--- config.mk ---
export PLATFORM = sky130hd
export DESIGN_NAME = fpa_front
export DESIGN_NICKNAME = d
export VERILOG_FILES = /design/src/hw/rtl/fpa_pkg.sv /design/src/hw/rtl/fpa_front.sv
export SDC_FILE = /design/constraint.sdc
export NUM_CORES = 1
export LEC_CHECK = 0
export BUFFER_PORTS_ARGS = -buffer_cell sky130_fd_sc_hd__buf_2
export CAP_MARGIN = 10
export CORE_UTILIZATION = 50
export DETAILED_ROUTE_END_ITERATION = 8
export PLACE_DENSITY_LB_ADDON = 0.1
export SETUP_SLACK_MARGIN = 0.1
export SYNTH_ARGS = -nofsm -noshare
export SYNTH_HDL_FRONTEND = slang
export SYNTH_SLANG_ARGS = --single-unit
--- constraint.sdc ---
create_clock -name vclk -period 6.2
set_input_delay 0.62 -clock vclk [all_inputs]
set_output_delay 0.62 -clock vclk [all_outputs]
set_load 0.005 [all_outputs]
--- src/hw/rtl/fpa_pkg.sv ---
// Shared constants, codes and word types of the Q24.8 fixed-point ALU.
`default_nettype none
package fpa_pkg;

    localparam int WORD_BITS   = 32;
    localparam int FRAC_BITS   = 8;
    localparam int NUM_BITS    = WORD_BITS + FRAC_BITS;
    localparam int PROD_BITS   = 2 * WORD_BITS;
    localparam int MAG_BITS    = PROD_BITS - FRAC_BITS;
    localparam int QUEUE_DEPTH = 4;

    localparam logic signed [WORD_BITS-1:0] WORD_MAX = {1'b0, {(WORD_BITS-1){1'b1}}};
    localparam logic signed [WORD_BITS-1:0] WORD_MIN = {1'b1, {(WORD_BITS-1){1'b0}}};
    localparam logic signed [WORD_BITS-1:0] FROM_HI  = WORD_MAX >>> FRAC_BITS;
    localparam logic signed [WORD_BITS-1:0] FROM_LO  = ~FROM_HI;

    typedef enum logic [3:0] {
        F_ADD, F_SUB, F_MUL, F_DIV, F_GT, F_LT, F_GE, F_LE,
        F_EQ, F_NE, F_INC, F_DEC, F_MIN, F_MAX, F_FROM_INT, F_TO_INT
    } fpa_func_t;

    typedef enum logic [1:0] {
        ST_OK   = 2'd0,
        ST_OVF  = 2'd1,
        ST_DIVZ = 2'd2
    } fpa_status_t;

    typedef enum logic [1:0] {
        K_SIMPLE,
        K_MUL,
        K_DIV
    } fpa_kind_t;

    // one classified word handed from the front to the back
    typedef struct packed {
        fpa_kind_t             kind;
        logic                  neg;
        logic [WORD_BITS-1:0]  ma;
        logic [WORD_BITS-1:0]  mb;
        logic [WORD_BITS-1:0]  value;
        logic                  flag;
        fpa_status_t           status;
    } fpa_entry_t;

    typedef struct packed {
        logic                  push;
        logic                  full;
    } fpa_wr_ctl_t;

    typedef struct packed {
        logic                  head_valid;
        logic                  pop;
    } fpa_rd_ctl_t;

endpackage
`default_nettype wire

--- src/hw/rtl/fpa_front.sv ---
// Front end: accepts input words, computes the simple operations combinationally, tags mul/div.
`default_nettype none
module fpa_front
    import fpa_pkg::*;
(
    input  wire logic                        in_valid,
    input  wire logic [3:0]                  func,
    input  wire logic signed [WORD_BITS-1:0] operand_a,
    input  wire logic signed [WORD_BITS-1:0] operand_b,
    output logic                             in_stall,
    input  wire logic                        full,
    output logic                             push,
    output fpa_entry_t                       entry
);

    logic signed [WORD_BITS:0]   sum;
    logic signed [WORD_BITS-1:0] rhs;
    logic                        do_sub;

    assign in_stall = full;
    assign push     = in_valid && !full;

    always_comb
    begin
        rhs    = operand_b;
        do_sub = 1'b0;
        unique case (fpa_func_t'(func))
            F_SUB:   do_sub = 1'b1;
            F_INC:   rhs = WORD_BITS'(1);
            F_DEC:
            begin
                rhs    = WORD_BITS'(1);
                do_sub = 1'b1;
            end
            default: rhs = operand_b;
        endcase
        if (do_sub)
            sum = {operand_a[WORD_BITS-1], operand_a} - {rhs[WORD_BITS-1], rhs};
        else
            sum = {operand_a[WORD_BITS-1], operand_a} + {rhs[WORD_BITS-1], rhs};
    end

    always_comb
    begin
        entry.kind   = K_SIMPLE;
        entry.neg    = operand_a[WORD_BITS-1] ^ operand_b[WORD_BITS-1];
        entry.ma     = operand_a[WORD_BITS-1] ? -operand_a : operand_a;
        entry.mb     = operand_b[WORD_BITS-1] ? -operand_b : operand_b;
        entry.value  = '0;
        entry.flag   = 1'b0;
        entry.status = ST_OK;
        unique case (fpa_func_t'(func))
            F_ADD, F_SUB, F_INC, F_DEC:
            begin
                if (sum[WORD_BITS] != sum[WORD_BITS-1])
                begin
                    entry.value  = sum[WORD_BITS] ? WORD_MIN : WORD_MAX;
                    entry.status = ST_OVF;
                end
                else
                    entry.value = sum[WORD_BITS-1:0];
            end
            F_MUL:   entry.kind = K_MUL;
            F_DIV:
            begin
                if (operand_b == '0)
                    entry.status = ST_DIVZ;
                else
                    entry.kind = K_DIV;
            end
            F_GT:    entry.flag = operand_a >  operand_b;
            F_LT:    entry.flag = operand_a <  operand_b;
            F_GE:    entry.flag = operand_a >= operand_b;
            F_LE:    entry.flag = operand_a <= operand_b;
            F_EQ:    entry.flag = operand_a == operand_b;
            F_NE:    entry.flag = operand_a != operand_b;
            F_MIN:   entry.value = (operand_a < operand_b) ? operand_a : operand_b;
            F_MAX:   entry.value = (operand_a > operand_b) ? operand_a : operand_b;
            F_FROM_INT:
            begin
                if (operand_a > FROM_HI)
                begin
                    entry.value  = WORD_MAX;
                    entry.status = ST_OVF;
                end
                else if (operand_a < FROM_LO)
                begin
                    entry.value  = WORD_MIN;
                    entry.status = ST_OVF;
                end
                else
                    entry.value = operand_a <<< FRAC_BITS;
            end
            F_TO_INT: entry.value = operand_a >>> FRAC_BITS;
        endcase
    end

endmodule
`default_nettype wire

== Yosys cells after proc, flatten, opt, wreduce, memory -nomap -nowiden ==
Cells that the tools add are included.
Cells by class
  multiplexer cells: 20
  add/subtract/negate cells: 4
  order comparisons: 6
  bitwise gates (word level): 1
  reductions and logical operators: 7
  equality and inequality tests: 18
Operators by type and width (number)
  two-way mux 32 bit: 9
  one-hot mux 32 bit (5 select lines): 1
  negation 32 bit: 2
  adder 32 x 32 -> 33 bit: 1
  two-way mux 33 bit: 1
  subtractor 32 x 32 -> 33 bit: 1
  == test 32 bit: 1
  == test 4 bit, second input constant: 8
  greater-or-equal comparator 32 bit: 1
  greater-than comparator 32 x 24 -> 1 bit, second input constant: 1
  greater-than comparator 32 bit: 1
  less-or-equal comparator 32 bit: 1
  zero test 32 bit: 1
  less-than comparator 32 x 24 -> 1 bit, second input constant: 1
  less-than comparator 32 bit: 1
  inequality test 32 bit: 1
  == test 4 x 3 -> 1 bit, second input constant: 4
  == test 4 x 2 -> 1 bit, second input constant: 2
  one-hot mux 1 bit (6 select lines): 1
  one-hot mux 2 bit (3 select lines): 1
  == test 4 x 1 -> 1 bit, second input constant: 1
  zero test 4 bit: 1
  two-way mux 1 bit: 4
  two-way mux 2 bit: 2
  other kinds (7): 8
Word-level totals
  output and inout bits: 104
  word-level logic and storage cells: 56
  bits of input ports: 70
  flip-flop bits (word level): 0

== Longest topological paths before layout ==
  depth in word-level cells: 8
  mapped depth: 24

== Worst setup path after synthesis ==
No wires, ideal clock.
  kind: input-to-output
  from: input port func[1]
  to: output port entry[32] (netlist bit)
  cell stages on the path: 20
  path buffers: 4
  required time: 5580 ps
  setup slack: 398 ps
  arrival: 5182 ps
  path through: buf_2 and3b_1 clkbuf_1 clkbuf_1 nor2_1 ha_1 buf_1 a21oi_1 nor2_1 a31oi_1 o21ai_0 ha_1 a2111oi_1 a21oi_1 a221o_1 a21boi_0 a311o_1 mux2_2 a21o_1 a2111o_1
RTL lines
  from (decl): RTL line fpa_front.sv:7  | input wire logic [3:0] func,
  to (decl): RTL line fpa_front.sv:13  | output fpa_entry_t entry

==> out/metrics.cfg <==
[outcome]
outcome=completed

[grt]
met2_usage=0.625
antenna_found_initial=0
use_met3=0.138
use_met1=0.567
grt_max_degree=44
overflow=0
grtUsageTotal=0.433
grt.busiest_layer=met2
grt_pass1_vias=8377
grt_pass1_wl_mm=47.6

[power]
vdd_ir_drop_max_uv=79.9
seqPwrFrac=0
clockPowerShare=0
total_power_mw=1.12
power.leakage_nw=3.87
internal-power_mw=0.476
p_per_area_nw_per_um2=134
p_comb_frac=1.000
switching_share=0.577
p_sw_mw=0.648

[logic_synthesis]
ys.warnings.count=0
yosys-top-cells-area=ha_1 12%, xnor2_1 10%, nor2_1 7.6%
yosysTopAreaCellShare=0.123
synth_most_common_cell=nor2_1
ys_types=76
netlist_area_um2=6810
synth_common_cells=137 x nor2_1, 100 x nand2_1, 89 x a21oi_1
postSynthAreaPerCell_um2=6.48
ys_seq_area_frac=0
syn_inst=1051
synth_largest_area_cell=ha_1
synth_nets=1189

[sta]
fin_crit_sh=0.977
relSlewSlack=0.313
rsz0062_at_grt=yes
tns_ps=0
finalSetupViolCount=0
fmax_ghz=0.165
tightest_slew_ps=1030
hold_viol_final=0
min_period_ps=6060
drv_slew=0
holdWs_ps=1420

[place]
hpwl_mm=25.0
place_congestion=1.06
placed_area_um2=8110
port_buffers=174

[critical_path]
worst_setup_path_start_kind=primary input
required_ps=5580
worstPathArrival_ps=5440
crit_type=in -> out
critPathMaxFanout=13
cp-end-kind=primary output

[drt]
drc=0
dr_total_vias=9302
ant_nets=0
wirelength_mm=32.0
wire_per_inst_um=22.8
routed_via_density=6.64
drtIter0Drc=1059
dr.pass1.iters=6

[clock_tree]
cts_hold_buffers=0

[layout]
regArea_um2=0
nFlopsAndLatches=0
drive_above_1_share=0.269
fin_area_um2=8400
syn2layout_area_growth_pct=23.3
nets=1365
antenna_cells=0
fillers=1368
nClkBuffers=0

[die]
start_util=0.514
rows=42
die_w_um=119
num_io_pins=174
die-area_um2=14100
die_h_um=119
core_region_area_um2=13200

[worst_hold_path]
hold_class=in -> out

[flow_run]
drv_cap=0

-- critical path, cell delays in order --
cell	delay, ps
buf_2	250
and3b_2	330
nor2_1	80
ha_1	240
a21oi_1	300
buf_4	220
nor2_1	70
a311oi_2	330
ha_1	330
a21oi_1	180
o21ai_0	120
a21o_1	200
a221o_1	380
a21boi_0	290
a311o_1	390
mux2_2	410
a21o_1	170
a2111o_1	380
buf_2	140
-- power groups by stage --
| stage | Sequential (mW) | Clock, mW | Combinational, mW |
|---|---|---|---|
| floorplan | 0 | 0 | 0.629 |
| global placement | 0 | 0 | 1.00 |
| detailed placement | 0 | 0 | 1.00 |
| CTS | 0 | 0 | 1.01 |
| global route | 0 | 0 | 1.20 |
| finish | 0 | 0 | 1.12 |
-- layer usage --
metal,vias to the layer above,wire length [um]
li1,4206,-
met1,4187,12500
met2,756,12800
met3,153,4640
met4,0,2030
met5,-,0
-- cell families (layout without fill, tap and decap cells) --
group	after synthesis	after routing	synth area share
AOI/OAI and AO/OA	341	341	0.331
and+or+nand+nor	372	372	0.271
adders and majority gates	68	68	0.126
buffers and inverters	129	303	0.0772
muxes	43	43	0.0680
xor gates and xnor gates	98	98	0.127
-- metrics by stage --
step                      utilization  cells  setup slack (ps)
after floorplan                     -   1051               398
after global placement          0.613   1387             -31.6
after detailed placement        0.613   1387              -158
after CTS                       0.616   1389               119
after global routing            0.634   1401             -1.25
final                           0.634   1401               145
-- worst paths after layout --
kind | startpoint | to | cells after the start
worst max-delay path | func[3] | entry[32] | 19
worst min-delay path | full | in_stall | 2
-- layout by cell type (no fill, tap or decap), drive strengths merged, types with 5 or more instances in the layout --
cell and n:
a211oi 6, a21boi 6, a21o 18, a21oi 89
a221oi 22, a31oi 24, buf 254, ha 67
inv 48, mux2 26, mux2i 17, nand2 100
nand2b 19, nand3 17, nand3b 5, nand4 15
nand4b 5, nor2 137, nor2b 8, nor3 17
nor4 12, o211ai 12, o21a 12, o21ai 72
o221ai 21, o22ai 6, o31ai 13, or3 15
or4 7, xnor2 82, xor2 16
-- layout make-up --
cell class                      count  area, um^2  share of cell area
Inverter                           48         180              0.0215
Tap cell                          176         220              0.0262
Timing Repair Buffer              255        1510               0.180
Multi-Input combinational cell    922        6490               0.772
-- what timing repair did --
action	CTS	global route
setup endpoints to repair	31	31
resized for setup	6	23
gates cloned	0	1
pin swaps	4	15
setup buffers	2	11
Note: power is estimated with default switching activity, not from simulation.
