$ cat config.mk
export PLATFORM = sky130hd
export DESIGN_NAME = fpa_queue
export DESIGN_NICKNAME = d
export VERILOG_FILES = /design/src/hw/rtl/fpa_pkg.sv /design/src/hw/rtl/fpa_queue.sv
export SDC_FILE = /design/constraint.sdc
export NUM_CORES = 1
export LEC_CHECK = 0
export BUFFER_PORTS_ARGS = -buffer_cell sky130_fd_sc_hd__buf_2
export CELL_PAD_IN_SITES_DETAIL_PLACEMENT = 0
export CELL_PAD_IN_SITES_GLOBAL_PLACEMENT = 1
export CORE_AREA = 4 4 222 137
export DETAILED_ROUTE_END_ITERATION = 7
export DIE_AREA = 0 0 226 141
export HOLD_SLACK_MARGIN = 0.06
export PLACE_DENSITY_LB_ADDON = 0.05
export REMOVE_ABC_BUFFERS = 1
export SLEW_MARGIN = 0
export SYNTH_ARGS = -nofsm -noshare
export SYNTH_HDL_FRONTEND = slang
export SYNTH_SLANG_ARGS = --single-unit
$ cat constraint.sdc
create_clock -name clk -period 9.4 [get_ports clk]
set_clock_uncertainty 0.2 [all_clocks]
set_input_delay 1.88 -clock clk [delete_from_list [all_inputs] [get_ports clk]]
set_output_delay 1.88 -clock clk [all_outputs]
set_load 0.03 [all_outputs]
$ cat src/hw/rtl/fpa_pkg.sv
// Shared constants, codes and word types of the Q24.8 fixed-point ALU.
`default_nettype none
package fpa_pkg;

    localparam int WORD_BITS   = 32;
    localparam int FRAC_BITS   = 8;
    localparam int NUM_BITS    = WORD_BITS + FRAC_BITS;
    localparam int PROD_BITS   = 2 * WORD_BITS;
    localparam int MAG_BITS    = PROD_BITS - FRAC_BITS;
    localparam int QUEUE_DEPTH = 4;

    localparam logic signed [WORD_BITS-1:0] WORD_MAX = {1'b0, {(WORD_BITS-1){1'b1}}};
    localparam logic signed [WORD_BITS-1:0] WORD_MIN = {1'b1, {(WORD_BITS-1){1'b0}}};
    localparam logic signed [WORD_BITS-1:0] FROM_HI  = WORD_MAX >>> FRAC_BITS;
    localparam logic signed [WORD_BITS-1:0] FROM_LO  = ~FROM_HI;

    typedef enum logic [3:0] {
        F_ADD, F_SUB, F_MUL, F_DIV, F_GT, F_LT, F_GE, F_LE,
        F_EQ, F_NE, F_INC, F_DEC, F_MIN, F_MAX, F_FROM_INT, F_TO_INT
    } fpa_func_t;

    typedef enum logic [1:0] {
        ST_OK   = 2'd0,
        ST_OVF  = 2'd1,
        ST_DIVZ = 2'd2
    } fpa_status_t;

    typedef enum logic [1:0] {
        K_SIMPLE,
        K_MUL,
        K_DIV
    } fpa_kind_t;

    // one classified word handed from the front to the back
    typedef struct packed {
        fpa_kind_t             kind;
        logic                  neg;
        logic [WORD_BITS-1:0]  ma;
        logic [WORD_BITS-1:0]  mb;
        logic [WORD_BITS-1:0]  value;
        logic                  flag;
        fpa_status_t           status;
    } fpa_entry_t;

    typedef struct packed {
        logic                  push;
        logic                  full;
    } fpa_wr_ctl_t;

    typedef struct packed {
        logic                  head_valid;
        logic                  pop;
    } fpa_rd_ctl_t;

endpackage
`default_nettype wire

$ cat src/hw/rtl/fpa_queue.sv
// Short queue of classified words between the front and the back.
`default_nettype none
module fpa_queue
    import fpa_pkg::*;
(
    input  wire logic        clk,
    input  wire logic        rst_n,
    input  wire logic        push,
    input  fpa_entry_t       wr_entry,
    output fpa_wr_ctl_t      wr_ctl,
    input  wire logic        pop,
    output fpa_rd_ctl_t      rd_ctl,
    output fpa_entry_t       head
);

    localparam int PTR_BITS = $clog2(QUEUE_DEPTH);

    fpa_entry_t            entries_reg [0:QUEUE_DEPTH-1];
    logic [PTR_BITS-1:0]   wr_ptr_reg, wr_ptr_next;
    logic [PTR_BITS-1:0]   rd_ptr_reg, rd_ptr_next;
    logic [PTR_BITS:0]     count_reg, count_next;
    logic                  do_pop;

    assign do_pop          = pop && (count_reg != '0);
    assign wr_ctl.push     = push;
    assign wr_ctl.full     = (count_reg == (PTR_BITS+1)'(QUEUE_DEPTH));
    assign rd_ctl.head_valid = (count_reg != '0);
    assign rd_ctl.pop      = do_pop;
    assign head            = entries_reg[rd_ptr_reg];

    always_comb
    begin
        wr_ptr_next = push   ? wr_ptr_reg + 1'b1 : wr_ptr_reg;
        rd_ptr_next = do_pop ? rd_ptr_reg + 1'b1 : rd_ptr_reg;
        count_next  = count_reg + (PTR_BITS+1)'(push) - (PTR_BITS+1)'(do_pop);
    end

    always_ff @(posedge clk or negedge rst_n)
    begin
        if (!rst_n)
        begin
            wr_ptr_reg <= '0;
            rd_ptr_reg <= '0;
            count_reg  <= '0;
        end
        else
        begin
            wr_ptr_reg <= wr_ptr_next;
            rd_ptr_reg <= rd_ptr_next;
            count_reg  <= count_next;
        end
    end

    always_ff @(posedge clk)
    begin
        if (push)
            entries_reg[wr_ptr_reg] <= wr_entry;
    end

endmodule
`default_nettype wire

## Word-level counts from Yosys, hierarchy flattened

Memories as Yosys holds them, arrays and structs flattened.
Cells that the tools add are included.

| cells by class | value |
|---|---|
| add/subtract/negate cells | 4 |
| equal/unequal tests | 1 |
| mux-type cells | 2 |
| reductions and logical operators | 2 |

Operator list:

| kind | count |
|---|---|
| adder 2 x 1 -> 2 bit, second input constant | 2 |
| adder 3 x 1 -> 3 bit | 1 |
| equality test 3 bit, second input constant | 1 |
| nonzero test 3 bit | 1 |
| subtractor 3 x 1 -> 3 bit | 1 |
| 2-to-1 mux 1 bit | 2 |
| logical AND 1 bit | 1 |

| word-level totals | value |
|---|---|
| register bits after elaboration | 7 |
| memory bits (writable) | 408 |
| bits of input ports | 106 |
| output and inout bits | 106 |
| logic and storage cells | 13 |
| memories | 1 |

Memories:

| memory | depth | width | read ports | clocked after Yosys merged registers in | wr ports | RTL line | RTL |
|---|---|---|---|---|---|---|---|
| entries_reg | 4 | 102 | 1 | 0 | 1 | fpa_queue.sv:18 | `fpa_entry_t entries_reg [0:QUEUE_DEPTH-1];` |

## Longest topological paths before layout

Gate-level depths: netlist of run 1.

| logic depth | value |
|---|---|
| depth after elaboration | 3 |
| gate-level depth with buffers | 7 |
| gate-level depth less buffers | 7 |

## Least setup slack after synthesis of run 1

OpenSTA, ideal clock, no wires.

| path | value |
|---|---|
| path kind | input port to flip-flop |
| start point | input port push |
| end point | memory entries_reg[0][0] in the netlist's numbering (enable) |
| setup time | 472 ps |
| data arrival time | 4,233 ps |
| data required time | 8,728 ps |
| slack | 4,494 ps |
| cell stages on the path | 1 |
| path buffers | 0 |
| cells stage by stage | and2_1 |

| on the way | value |
|---|---|
| word-level cells in the longest chain between the ends | 2 |

RTL lines:

| item | RTL line | RTL |
|---|---|---|
| from (decl) | fpa_queue.sv:8 | `input wire logic push,` |
| 2-to-1 mux 1 bit | fpa_queue.sv:56 | `if (push)` |
| 2-to-1 mux 1 bit (not written as such) | fpa_queue.sv:57 | `entries_reg[wr_ptr_reg] <= wr_entry;` |
| to (decl) | fpa_queue.sv:18 |  |

No other way between the ends.

==> results.sh, run 1 <==
export IMPL_status="finished, final reports clean"
export IMPL_clk_transition_reported_paths_ns=0.06
export IMPL_crit_arrival_ns=3.18
export IMPL_startpoint_type="register"
export IMPL_routedWlPerCell_um=23.76
export IMPL_slew_viol_final=0
export IMPL_finalWorstPathRequiredPeriod_ns=5.263
export IMPL_grt_ovfl_total=0
export IMPL_synthCells=570
export IMPL_hpwl_um=16850
export IMPL_yosys_top_cells_area="edfxtp_1 81%, mux4_2 15%, dfrtp_1 1.2%, buf_12 0.79%, ha_1 0.49%"
export IMPL_first_pass_iters=4
export IMPL_crit_required_ns=7.32
export IMPL_yosysTopAreaCell="edfxtp_1"
export IMPL_crit_fanout=51
export IMPL_area_growth_pct=16.78
export IMPL_ant_nets=0
export IMPL_setup_tns_ns=0
export IMPL_final_area_um2=17740
export IMPL_grt_antenna_before_repair=5
export IMPL_rsz0062_at_grt="no"
export IMPL_numPortBuffers=211
export IMPL_largest_register_ffs=408
export IMPL_clk_latency_ns=0.52
export IMPL_dpl_cell_area_um2=16540
export IMPL_drt_iter0_markers=484
export IMPL_drive_gt1_share_pct=45.07
export IMPL_peakVddDrop_uv=178.6
export IMPL_crit_path_end_kind="output port"
export IMPL_grt_max_degree=67
export IMPL_multi_input_area_um2=2510
export IMPL_finish_utilization_pct=62.45
export IMPL_cts_max_level=2
export IMPL_layout_nets=916
export IMPL_numCtsBuffers=38
export IMPL_netlist_area_um2=15190
export IMPL_core_area_um2=28410
export IMPL_ios=212
export IMPL_pwr_density_cell_nw_per_um2=340.5
export IMPL_avgSynthCellArea_um2=26.65
export IMPL_fmax_mhz=190.0
export IMPL_die_y_um=141
export IMPL_tightestPinTransition_ns=1.052
export IMPL_grt_pass1_wl_um=43780
export IMPL_grt_pass1_vias=7227
export IMPL_finalSetupViolCount=0
export IMPL_synthDistinctLibCells=22
export IMPL_cts_hold_buf=0
export IMPL_drt_wl_total_um=28700
export IMPL_hp_class="reg2reg"
export IMPL_start_util_pct=53.48
export IMPL_power_leakage_uw=0.006050
export IMPL_rows=48
export IMPL_die_w_um=226
export IMPL_period_share_pct=55.99
export IMPL_dieArea_um2=31870
export IMPL_postCtsSetupRepairBufs=0
export IMPL_cts_resized_gates=0
export IMPL_vias=6724
export IMPL_synth_seq_cells=415
export IMPL_drc=0
export IMPL_track_usage_pct=18.34
export IMPL_cts_sinks=415
export IMPL_setup_worst_path_class="reg2out"
export IMPL_viasPerCell=5.566
export IMPL_cts_tree="built"
export IMPL_regArea_um2=12430
export IMPL_fill_cells=1938
export IMPL_cap_violations=0
export IMPL_yosysSeqAreaShare_pct=81.80
export IMPL_synth_top_area_share_pct=80.65
export IMPL_maxSlewHeadroom_pct=29.84
export IMPL_clk_path_buf_depth=3
export IMPL_root_buffer="clkbuf_16"
export IMPL_hold_viol_final=0
export IMPL_ys_warn_count=0
export IMPL_place_congestion=0.6885
==> power by group <==
part | leakage [uW] | internal [uW] | switching [uW] | total (uW)
sequential | 0.00383 | 2430 | 150 | 2580
combinational | 0.00164 | 708 | 1270 | 1980
clock | 0.000580 | 853 | 632 | 1490
total | 0.00605 | 3990 | 2050 | 6040
==> area by class of cell <==
cell class	instances	share of cell area, %
antenna	1	0.01411
clock buffer	54	6.058
clock inverter	15	0.6700
inverter	6	0.1269
multi-input combinational	124	14.15
sequential	415	70.09
tap	375	2.645
timing repair buffer	218	6.249
==> worst paths after layout <==
check	slack, ns	from	cells after the start	to
min reg2reg	0.34	wr_ptr_reg[0]	1	wr_ptr_reg[0]
min	0.34	wr_ptr_reg[0]	1	wr_ptr_reg[0]
max reg2reg	6.65	wr_ptr_reg[0]	4	entries_reg[0][38]
max in group asynchronous	7.81	rst_n	1	rd_ptr_reg[1]
max	4.14	rd_ptr_reg[0]	3	head[69]
min in group asynchronous	0.99	rst_n	1	rd_ptr_reg[0]
==> synthesized netlist by cell type (all sizes together) <==
master,instances
clkbuf,1
inv,6
xor2,2
o21ai,1
nand2,1
edfxtp,408
xnor2,3
and3,1
o31a,1
mux4,102
fa,1
buf,24
ha,6
and2,4
or3,1
o311ai,1
dfrtp,7
==> through the flow <==
step / hold slack (ns) / cells / worst slack, ns / total power [uW]
final: 0.3398 / 1208 / 4.137 / 6040
after global routing: 0.3787 / 1207 / 3.822 / 6331
after CTS: 0.3434 / 1207 / 3.976 / 6140
after detailed placement: 0.3347 / 1138 / 4.558 / 4645
after global placement: 0.3147 / 1138 / 4.569 / 4613
after floorplan: 0.2936 / 545 / 2.558 / 4090
==> critical path, cell delays in order, from the launching register on <==
cell	delay, ns
dfrtp_4	0.83
buf_4	0.91
mux4_2	0.66
buf_2	0.21
==> routing by layer <==
| layer | vias to the layer above | global-route usage [%] | wire length, um |
|---|---|---|---|
| met3 | 45 | 5.036 | 1942 |
| met1 | 3544 | 25.75 | 11950 |
| met4 | 10 | 3.994 | 448 |
| li1 | 2927 | - | - |
| met5 | - | 0 | 64 |
| met2 | 198 | 29.56 | 14300 |
==> placed cells by master, fill, tap and decap left out, drive strengths merged <==
cell	Yosys	routed
clkinv	0	12
o311ai	1	1
ha	6	6
fa	1	1
and2	4	4
or3	1	1
mux4	102	102
xnor2	3	3
o31a	1	1
buf	24	218
bufinv	0	2
clkbuf	1	54
and3	1	1
xor2	2	2
dfrtp	7	7
nand2	1	1
edfxtp	408	408
clkinvlp	0	1
o21ai	1	1
inv	6	6
diode	0	1
==> kinds of logic after synthesis <==
family / Yosys count / share of synthesized area, %
xor gates and xnor gates: 5 / 0.2883
adders and majority gates: 7 / 0.6259
DFF: 415 / 81.80
muxes: 102 / 15.12
buffers and inverters: 31 / 1.746
and+or+nand+nor: 7 / 0.2718
AOI/OAI and AO/OA: 3 / 0.1482
(Power assumes the default switching activity.)
==> run 2: changes to the inputs <==
--- a/config.mk
+++ b/config.mk
@@ -8,9 +8,9 @@
 export BUFFER_PORTS_ARGS = -buffer_cell sky130_fd_sc_hd__buf_2
 export CELL_PAD_IN_SITES_DETAIL_PLACEMENT = 0
 export CELL_PAD_IN_SITES_GLOBAL_PLACEMENT = 1
-export CORE_AREA = 4 4 222 137
+export CORE_AREA = 4 4 243 150
 export DETAILED_ROUTE_END_ITERATION = 7
-export DIE_AREA = 0 0 226 141
+export DIE_AREA = 0 0 247 154
 export HOLD_SLACK_MARGIN = 0.06
 export PLACE_DENSITY_LB_ADDON = 0.05
 export REMOVE_ABC_BUFFERS = 1
==> constraint.sdc (replaced) <==
create_clock -name clk -period 4.5 [get_ports clk]
set_clock_uncertainty 0.2 [all_clocks]
set_input_delay 0.9 -clock clk [delete_from_list [all_inputs] [get_ports clk]]
set_output_delay 0.9 -clock clk [all_outputs]
set_load 0.03 [all_outputs]
==> run 2 against run 1 <==
Non-clock buffer count rose by 4. First-iteration DRC count down 19%. Worst setup slack lost 3.0 ns. Clock-buffer cell count decreased by 7. Cell area up 1.3%. Sequential cell count is the same. Global-route usage fell by 3.0 points. Via count fell by 0.73%. Clock power grew 110%. Utilization shrank 10 points. Die area rose by 19%. Critical path type unchanged. Critical endpoint is now head[19]. Largest cell class unchanged. Highest routed layer unchanged.
==> results.sh, run 2 (synthesis results as in run 1) <==
export IMPL_area_growth_pct=18.28
export IMPL_tightestPinTransition_ns=0.8157
export IMPL_final_area_um2=17970
export IMPL_die_w_um=247
export IMPL_clk_transition_reported_paths_ns=0.06
export IMPL_first_pass_iters=4
export IMPL_root_buffer="clkbuf_16"
export IMPL_vias=6675
export IMPL_numPortBuffers=211
export IMPL_hp_class="reg2reg"
export IMPL_power_leakage_uw=0.006089
export IMPL_whs_ns=0.3488
export IMPL_dpl_cell_area_um2=16770
export IMPL_path_cells="buf_12, mux4_2, buf_2"
export IMPL_drt_iter0_markers=392
export IMPL_start_util_pct=44.14
export IMPL_layout_nets=921
export IMPL_grt_antenna_before_repair=3
export IMPL_slew_viol_final=0
export IMPL_place_congestion=0.7216
export IMPL_total_power_uw=12650
export IMPL_core_area_um2=34420
export IMPL_dieArea_um2=38040
export IMPL_drive_gt1_share_pct=45.25
export IMPL_startpoint_type="register"
export IMPL_regArea_um2=12430
export IMPL_ios=212
export IMPL_cts_max_level=2
export IMPL_cpPeakStageDelay_ns=0.62
export IMPL_die_y_um=154
export IMPL_worstRegToRegCells=4
export IMPL_slowest_stage="mux4_2"
export IMPL_cap_violations=0
export IMPL_layout_commonest_cell="edfxtp_1"
export IMPL_place_ws_ns=1.601
export IMPL_postCtsSetupRepairBufs=0
export IMPL_path_delay_family="multiplexers"
export IMPL_fin_ws_ns=1.172
export IMPL_ff2ff_setup_slack_ns=2.15
export IMPL_hold_path_end="wr_ptr_reg[0]"
export IMPL_cts_sinks=415
export IMPL_crit_required_ns=3.40
export IMPL_largest_register_ffs=408
export IMPL_status="finished, final reports clean"
export IMPL_grt_pass1_vias=7242
export IMPL_routedWlPerCell_um=22.29
export IMPL_rows=53
export IMPL_setup_worst_path_class="reg2out"
export IMPL_period_share_pct=73.95
export IMPL_r2r_start="wr_ptr_reg[0]"
export IMPL_finalSetupViolCount=0
export IMPL_fill_cells=2700
export IMPL_grt_pass1_wl_um=44050
export IMPL_mostFrequentLayoutCells="408 x edfxtp_1, 211 x buf_2, 102 x mux4_2"
export IMPL_hpwl_um=17030
export IMPL_holdPathStages=1
export IMPL_drc=0
export IMPL_finalWorstPathRequiredPeriod_ns=3.328
export IMPL_peakVddDrop_uv=403.6
export IMPL_crit_path_end_kind="output port"
export IMPL_crit_fanout=56
export IMPL_clk_latency_ns=0.52
export IMPL_min_from="wr_ptr_reg[0]"
export IMPL_cts_resized_gates=0
export IMPL_crit_arrival_ns=2.23
export IMPL_drt_wl_total_um=29000
export IMPL_hold_viol_final=0
export IMPL_ant_nets=0
export IMPL_fmax_mhz=300.5
export IMPL_viasPerCell=5.131
export IMPL_rsz0062_at_grt="no"
export IMPL_clk_path_buf_depth=3
export IMPL_pwr_density_cell_nw_per_um2=703.8
export IMPL_maxSlewHeadroom_pct=45.62
export IMPL_track_usage_pct=15.34
export IMPL_numCtsBuffers=39
export IMPL_cts_tree="built"
export IMPL_multi_input_area_um2=2510
export IMPL_r2r_end="entries_reg[2][43]"
export IMPL_grt_ovfl_total=0
export IMPL_path_buf_inv=2
export IMPL_grt_max_degree=62
## run 2: cell types whose count changed in the layout (fill, tap and decap cells not counted), moves of 2 or more
cell	change
buf_12	+7
clkbuf_1	-7
buf_4	-4
clkinv_1	+4
clkinv_2	-4
diode_2	+2
## run 2: area by class of cell
cell class	instances	share of cell area (%)
Antenna cell	3	0.04178
Clock buffer	47	5.835
Clock inverter	17	0.7450
Inverter	6	0.1253
Multi-Input combinational cell	124	13.97
Sequential cell	415	69.20
Tap cell	467	3.252
Timing Repair Buffer	222	6.838
## run 2: timing repair
item / in CTS / in global routing
endpoints found under the hold margin: 7 / 0
hold buffers: 1 / 0
setup endpoints to repair: 0 / 0
## run 2: worst register-to-register path, delay by kind of cell (launching register included)
family                   cells  cell delay, ns
buffers and inverters        2            0.54
AND/OR/NAND/NOR              1            0.68
adder cells (fa/ha/maj)      1            0.16
flip-flops                   1            0.43
## run 2: worst max path at each step
stage                  startpoint           endpoint  slack (ns)  cells after the start
global route        rd_ptr_reg[0]           head[19]        1.02                      3
detailed placement           push  entries_reg[3][7]        1.60                      3
floorplan           rd_ptr_reg[0]            head[0]       -1.36                      1
global placement             push  entries_reg[3][7]        1.64                      3
CTS                 rd_ptr_reg[0]           head[19]        1.09                      3
finish              rd_ptr_reg[0]           head[19]        1.17                      3
## run 2: per-layer routing
layer  global-route usage, %  up-vias  part of all wire [%]
met5                       0        -                 0.072
li1                        -     2927                     -
met4                   3.779        4                   1.9
met2                   25.90      152                    51
met3                   3.782       49                   5.1
met1                   20.30     3543                    42
## run 2: through the flow
| step | util [%] | cells | TNS [ns] |
|---|---|---|---|
| finish | 52.21 | 1301 | 0 |
| floorplan | - | 545 | -139.80 |
| CTS | 52.19 | 1298 | 0 |
| detailed placement | 48.73 | 1233 | 0 |
| global placement | 48.73 | 1233 | 0 |
| global route | 52.20 | 1299 | 0 |
## run 2: report_power, final
| group | switching [uW] | internal, uW |
|---|---|---|
| Combinational | 2800 | 1550 |
| Clock | 1310 | 1770 |
| Sequential | 157 | 5060 |
| Total | 4280 | 8370 |
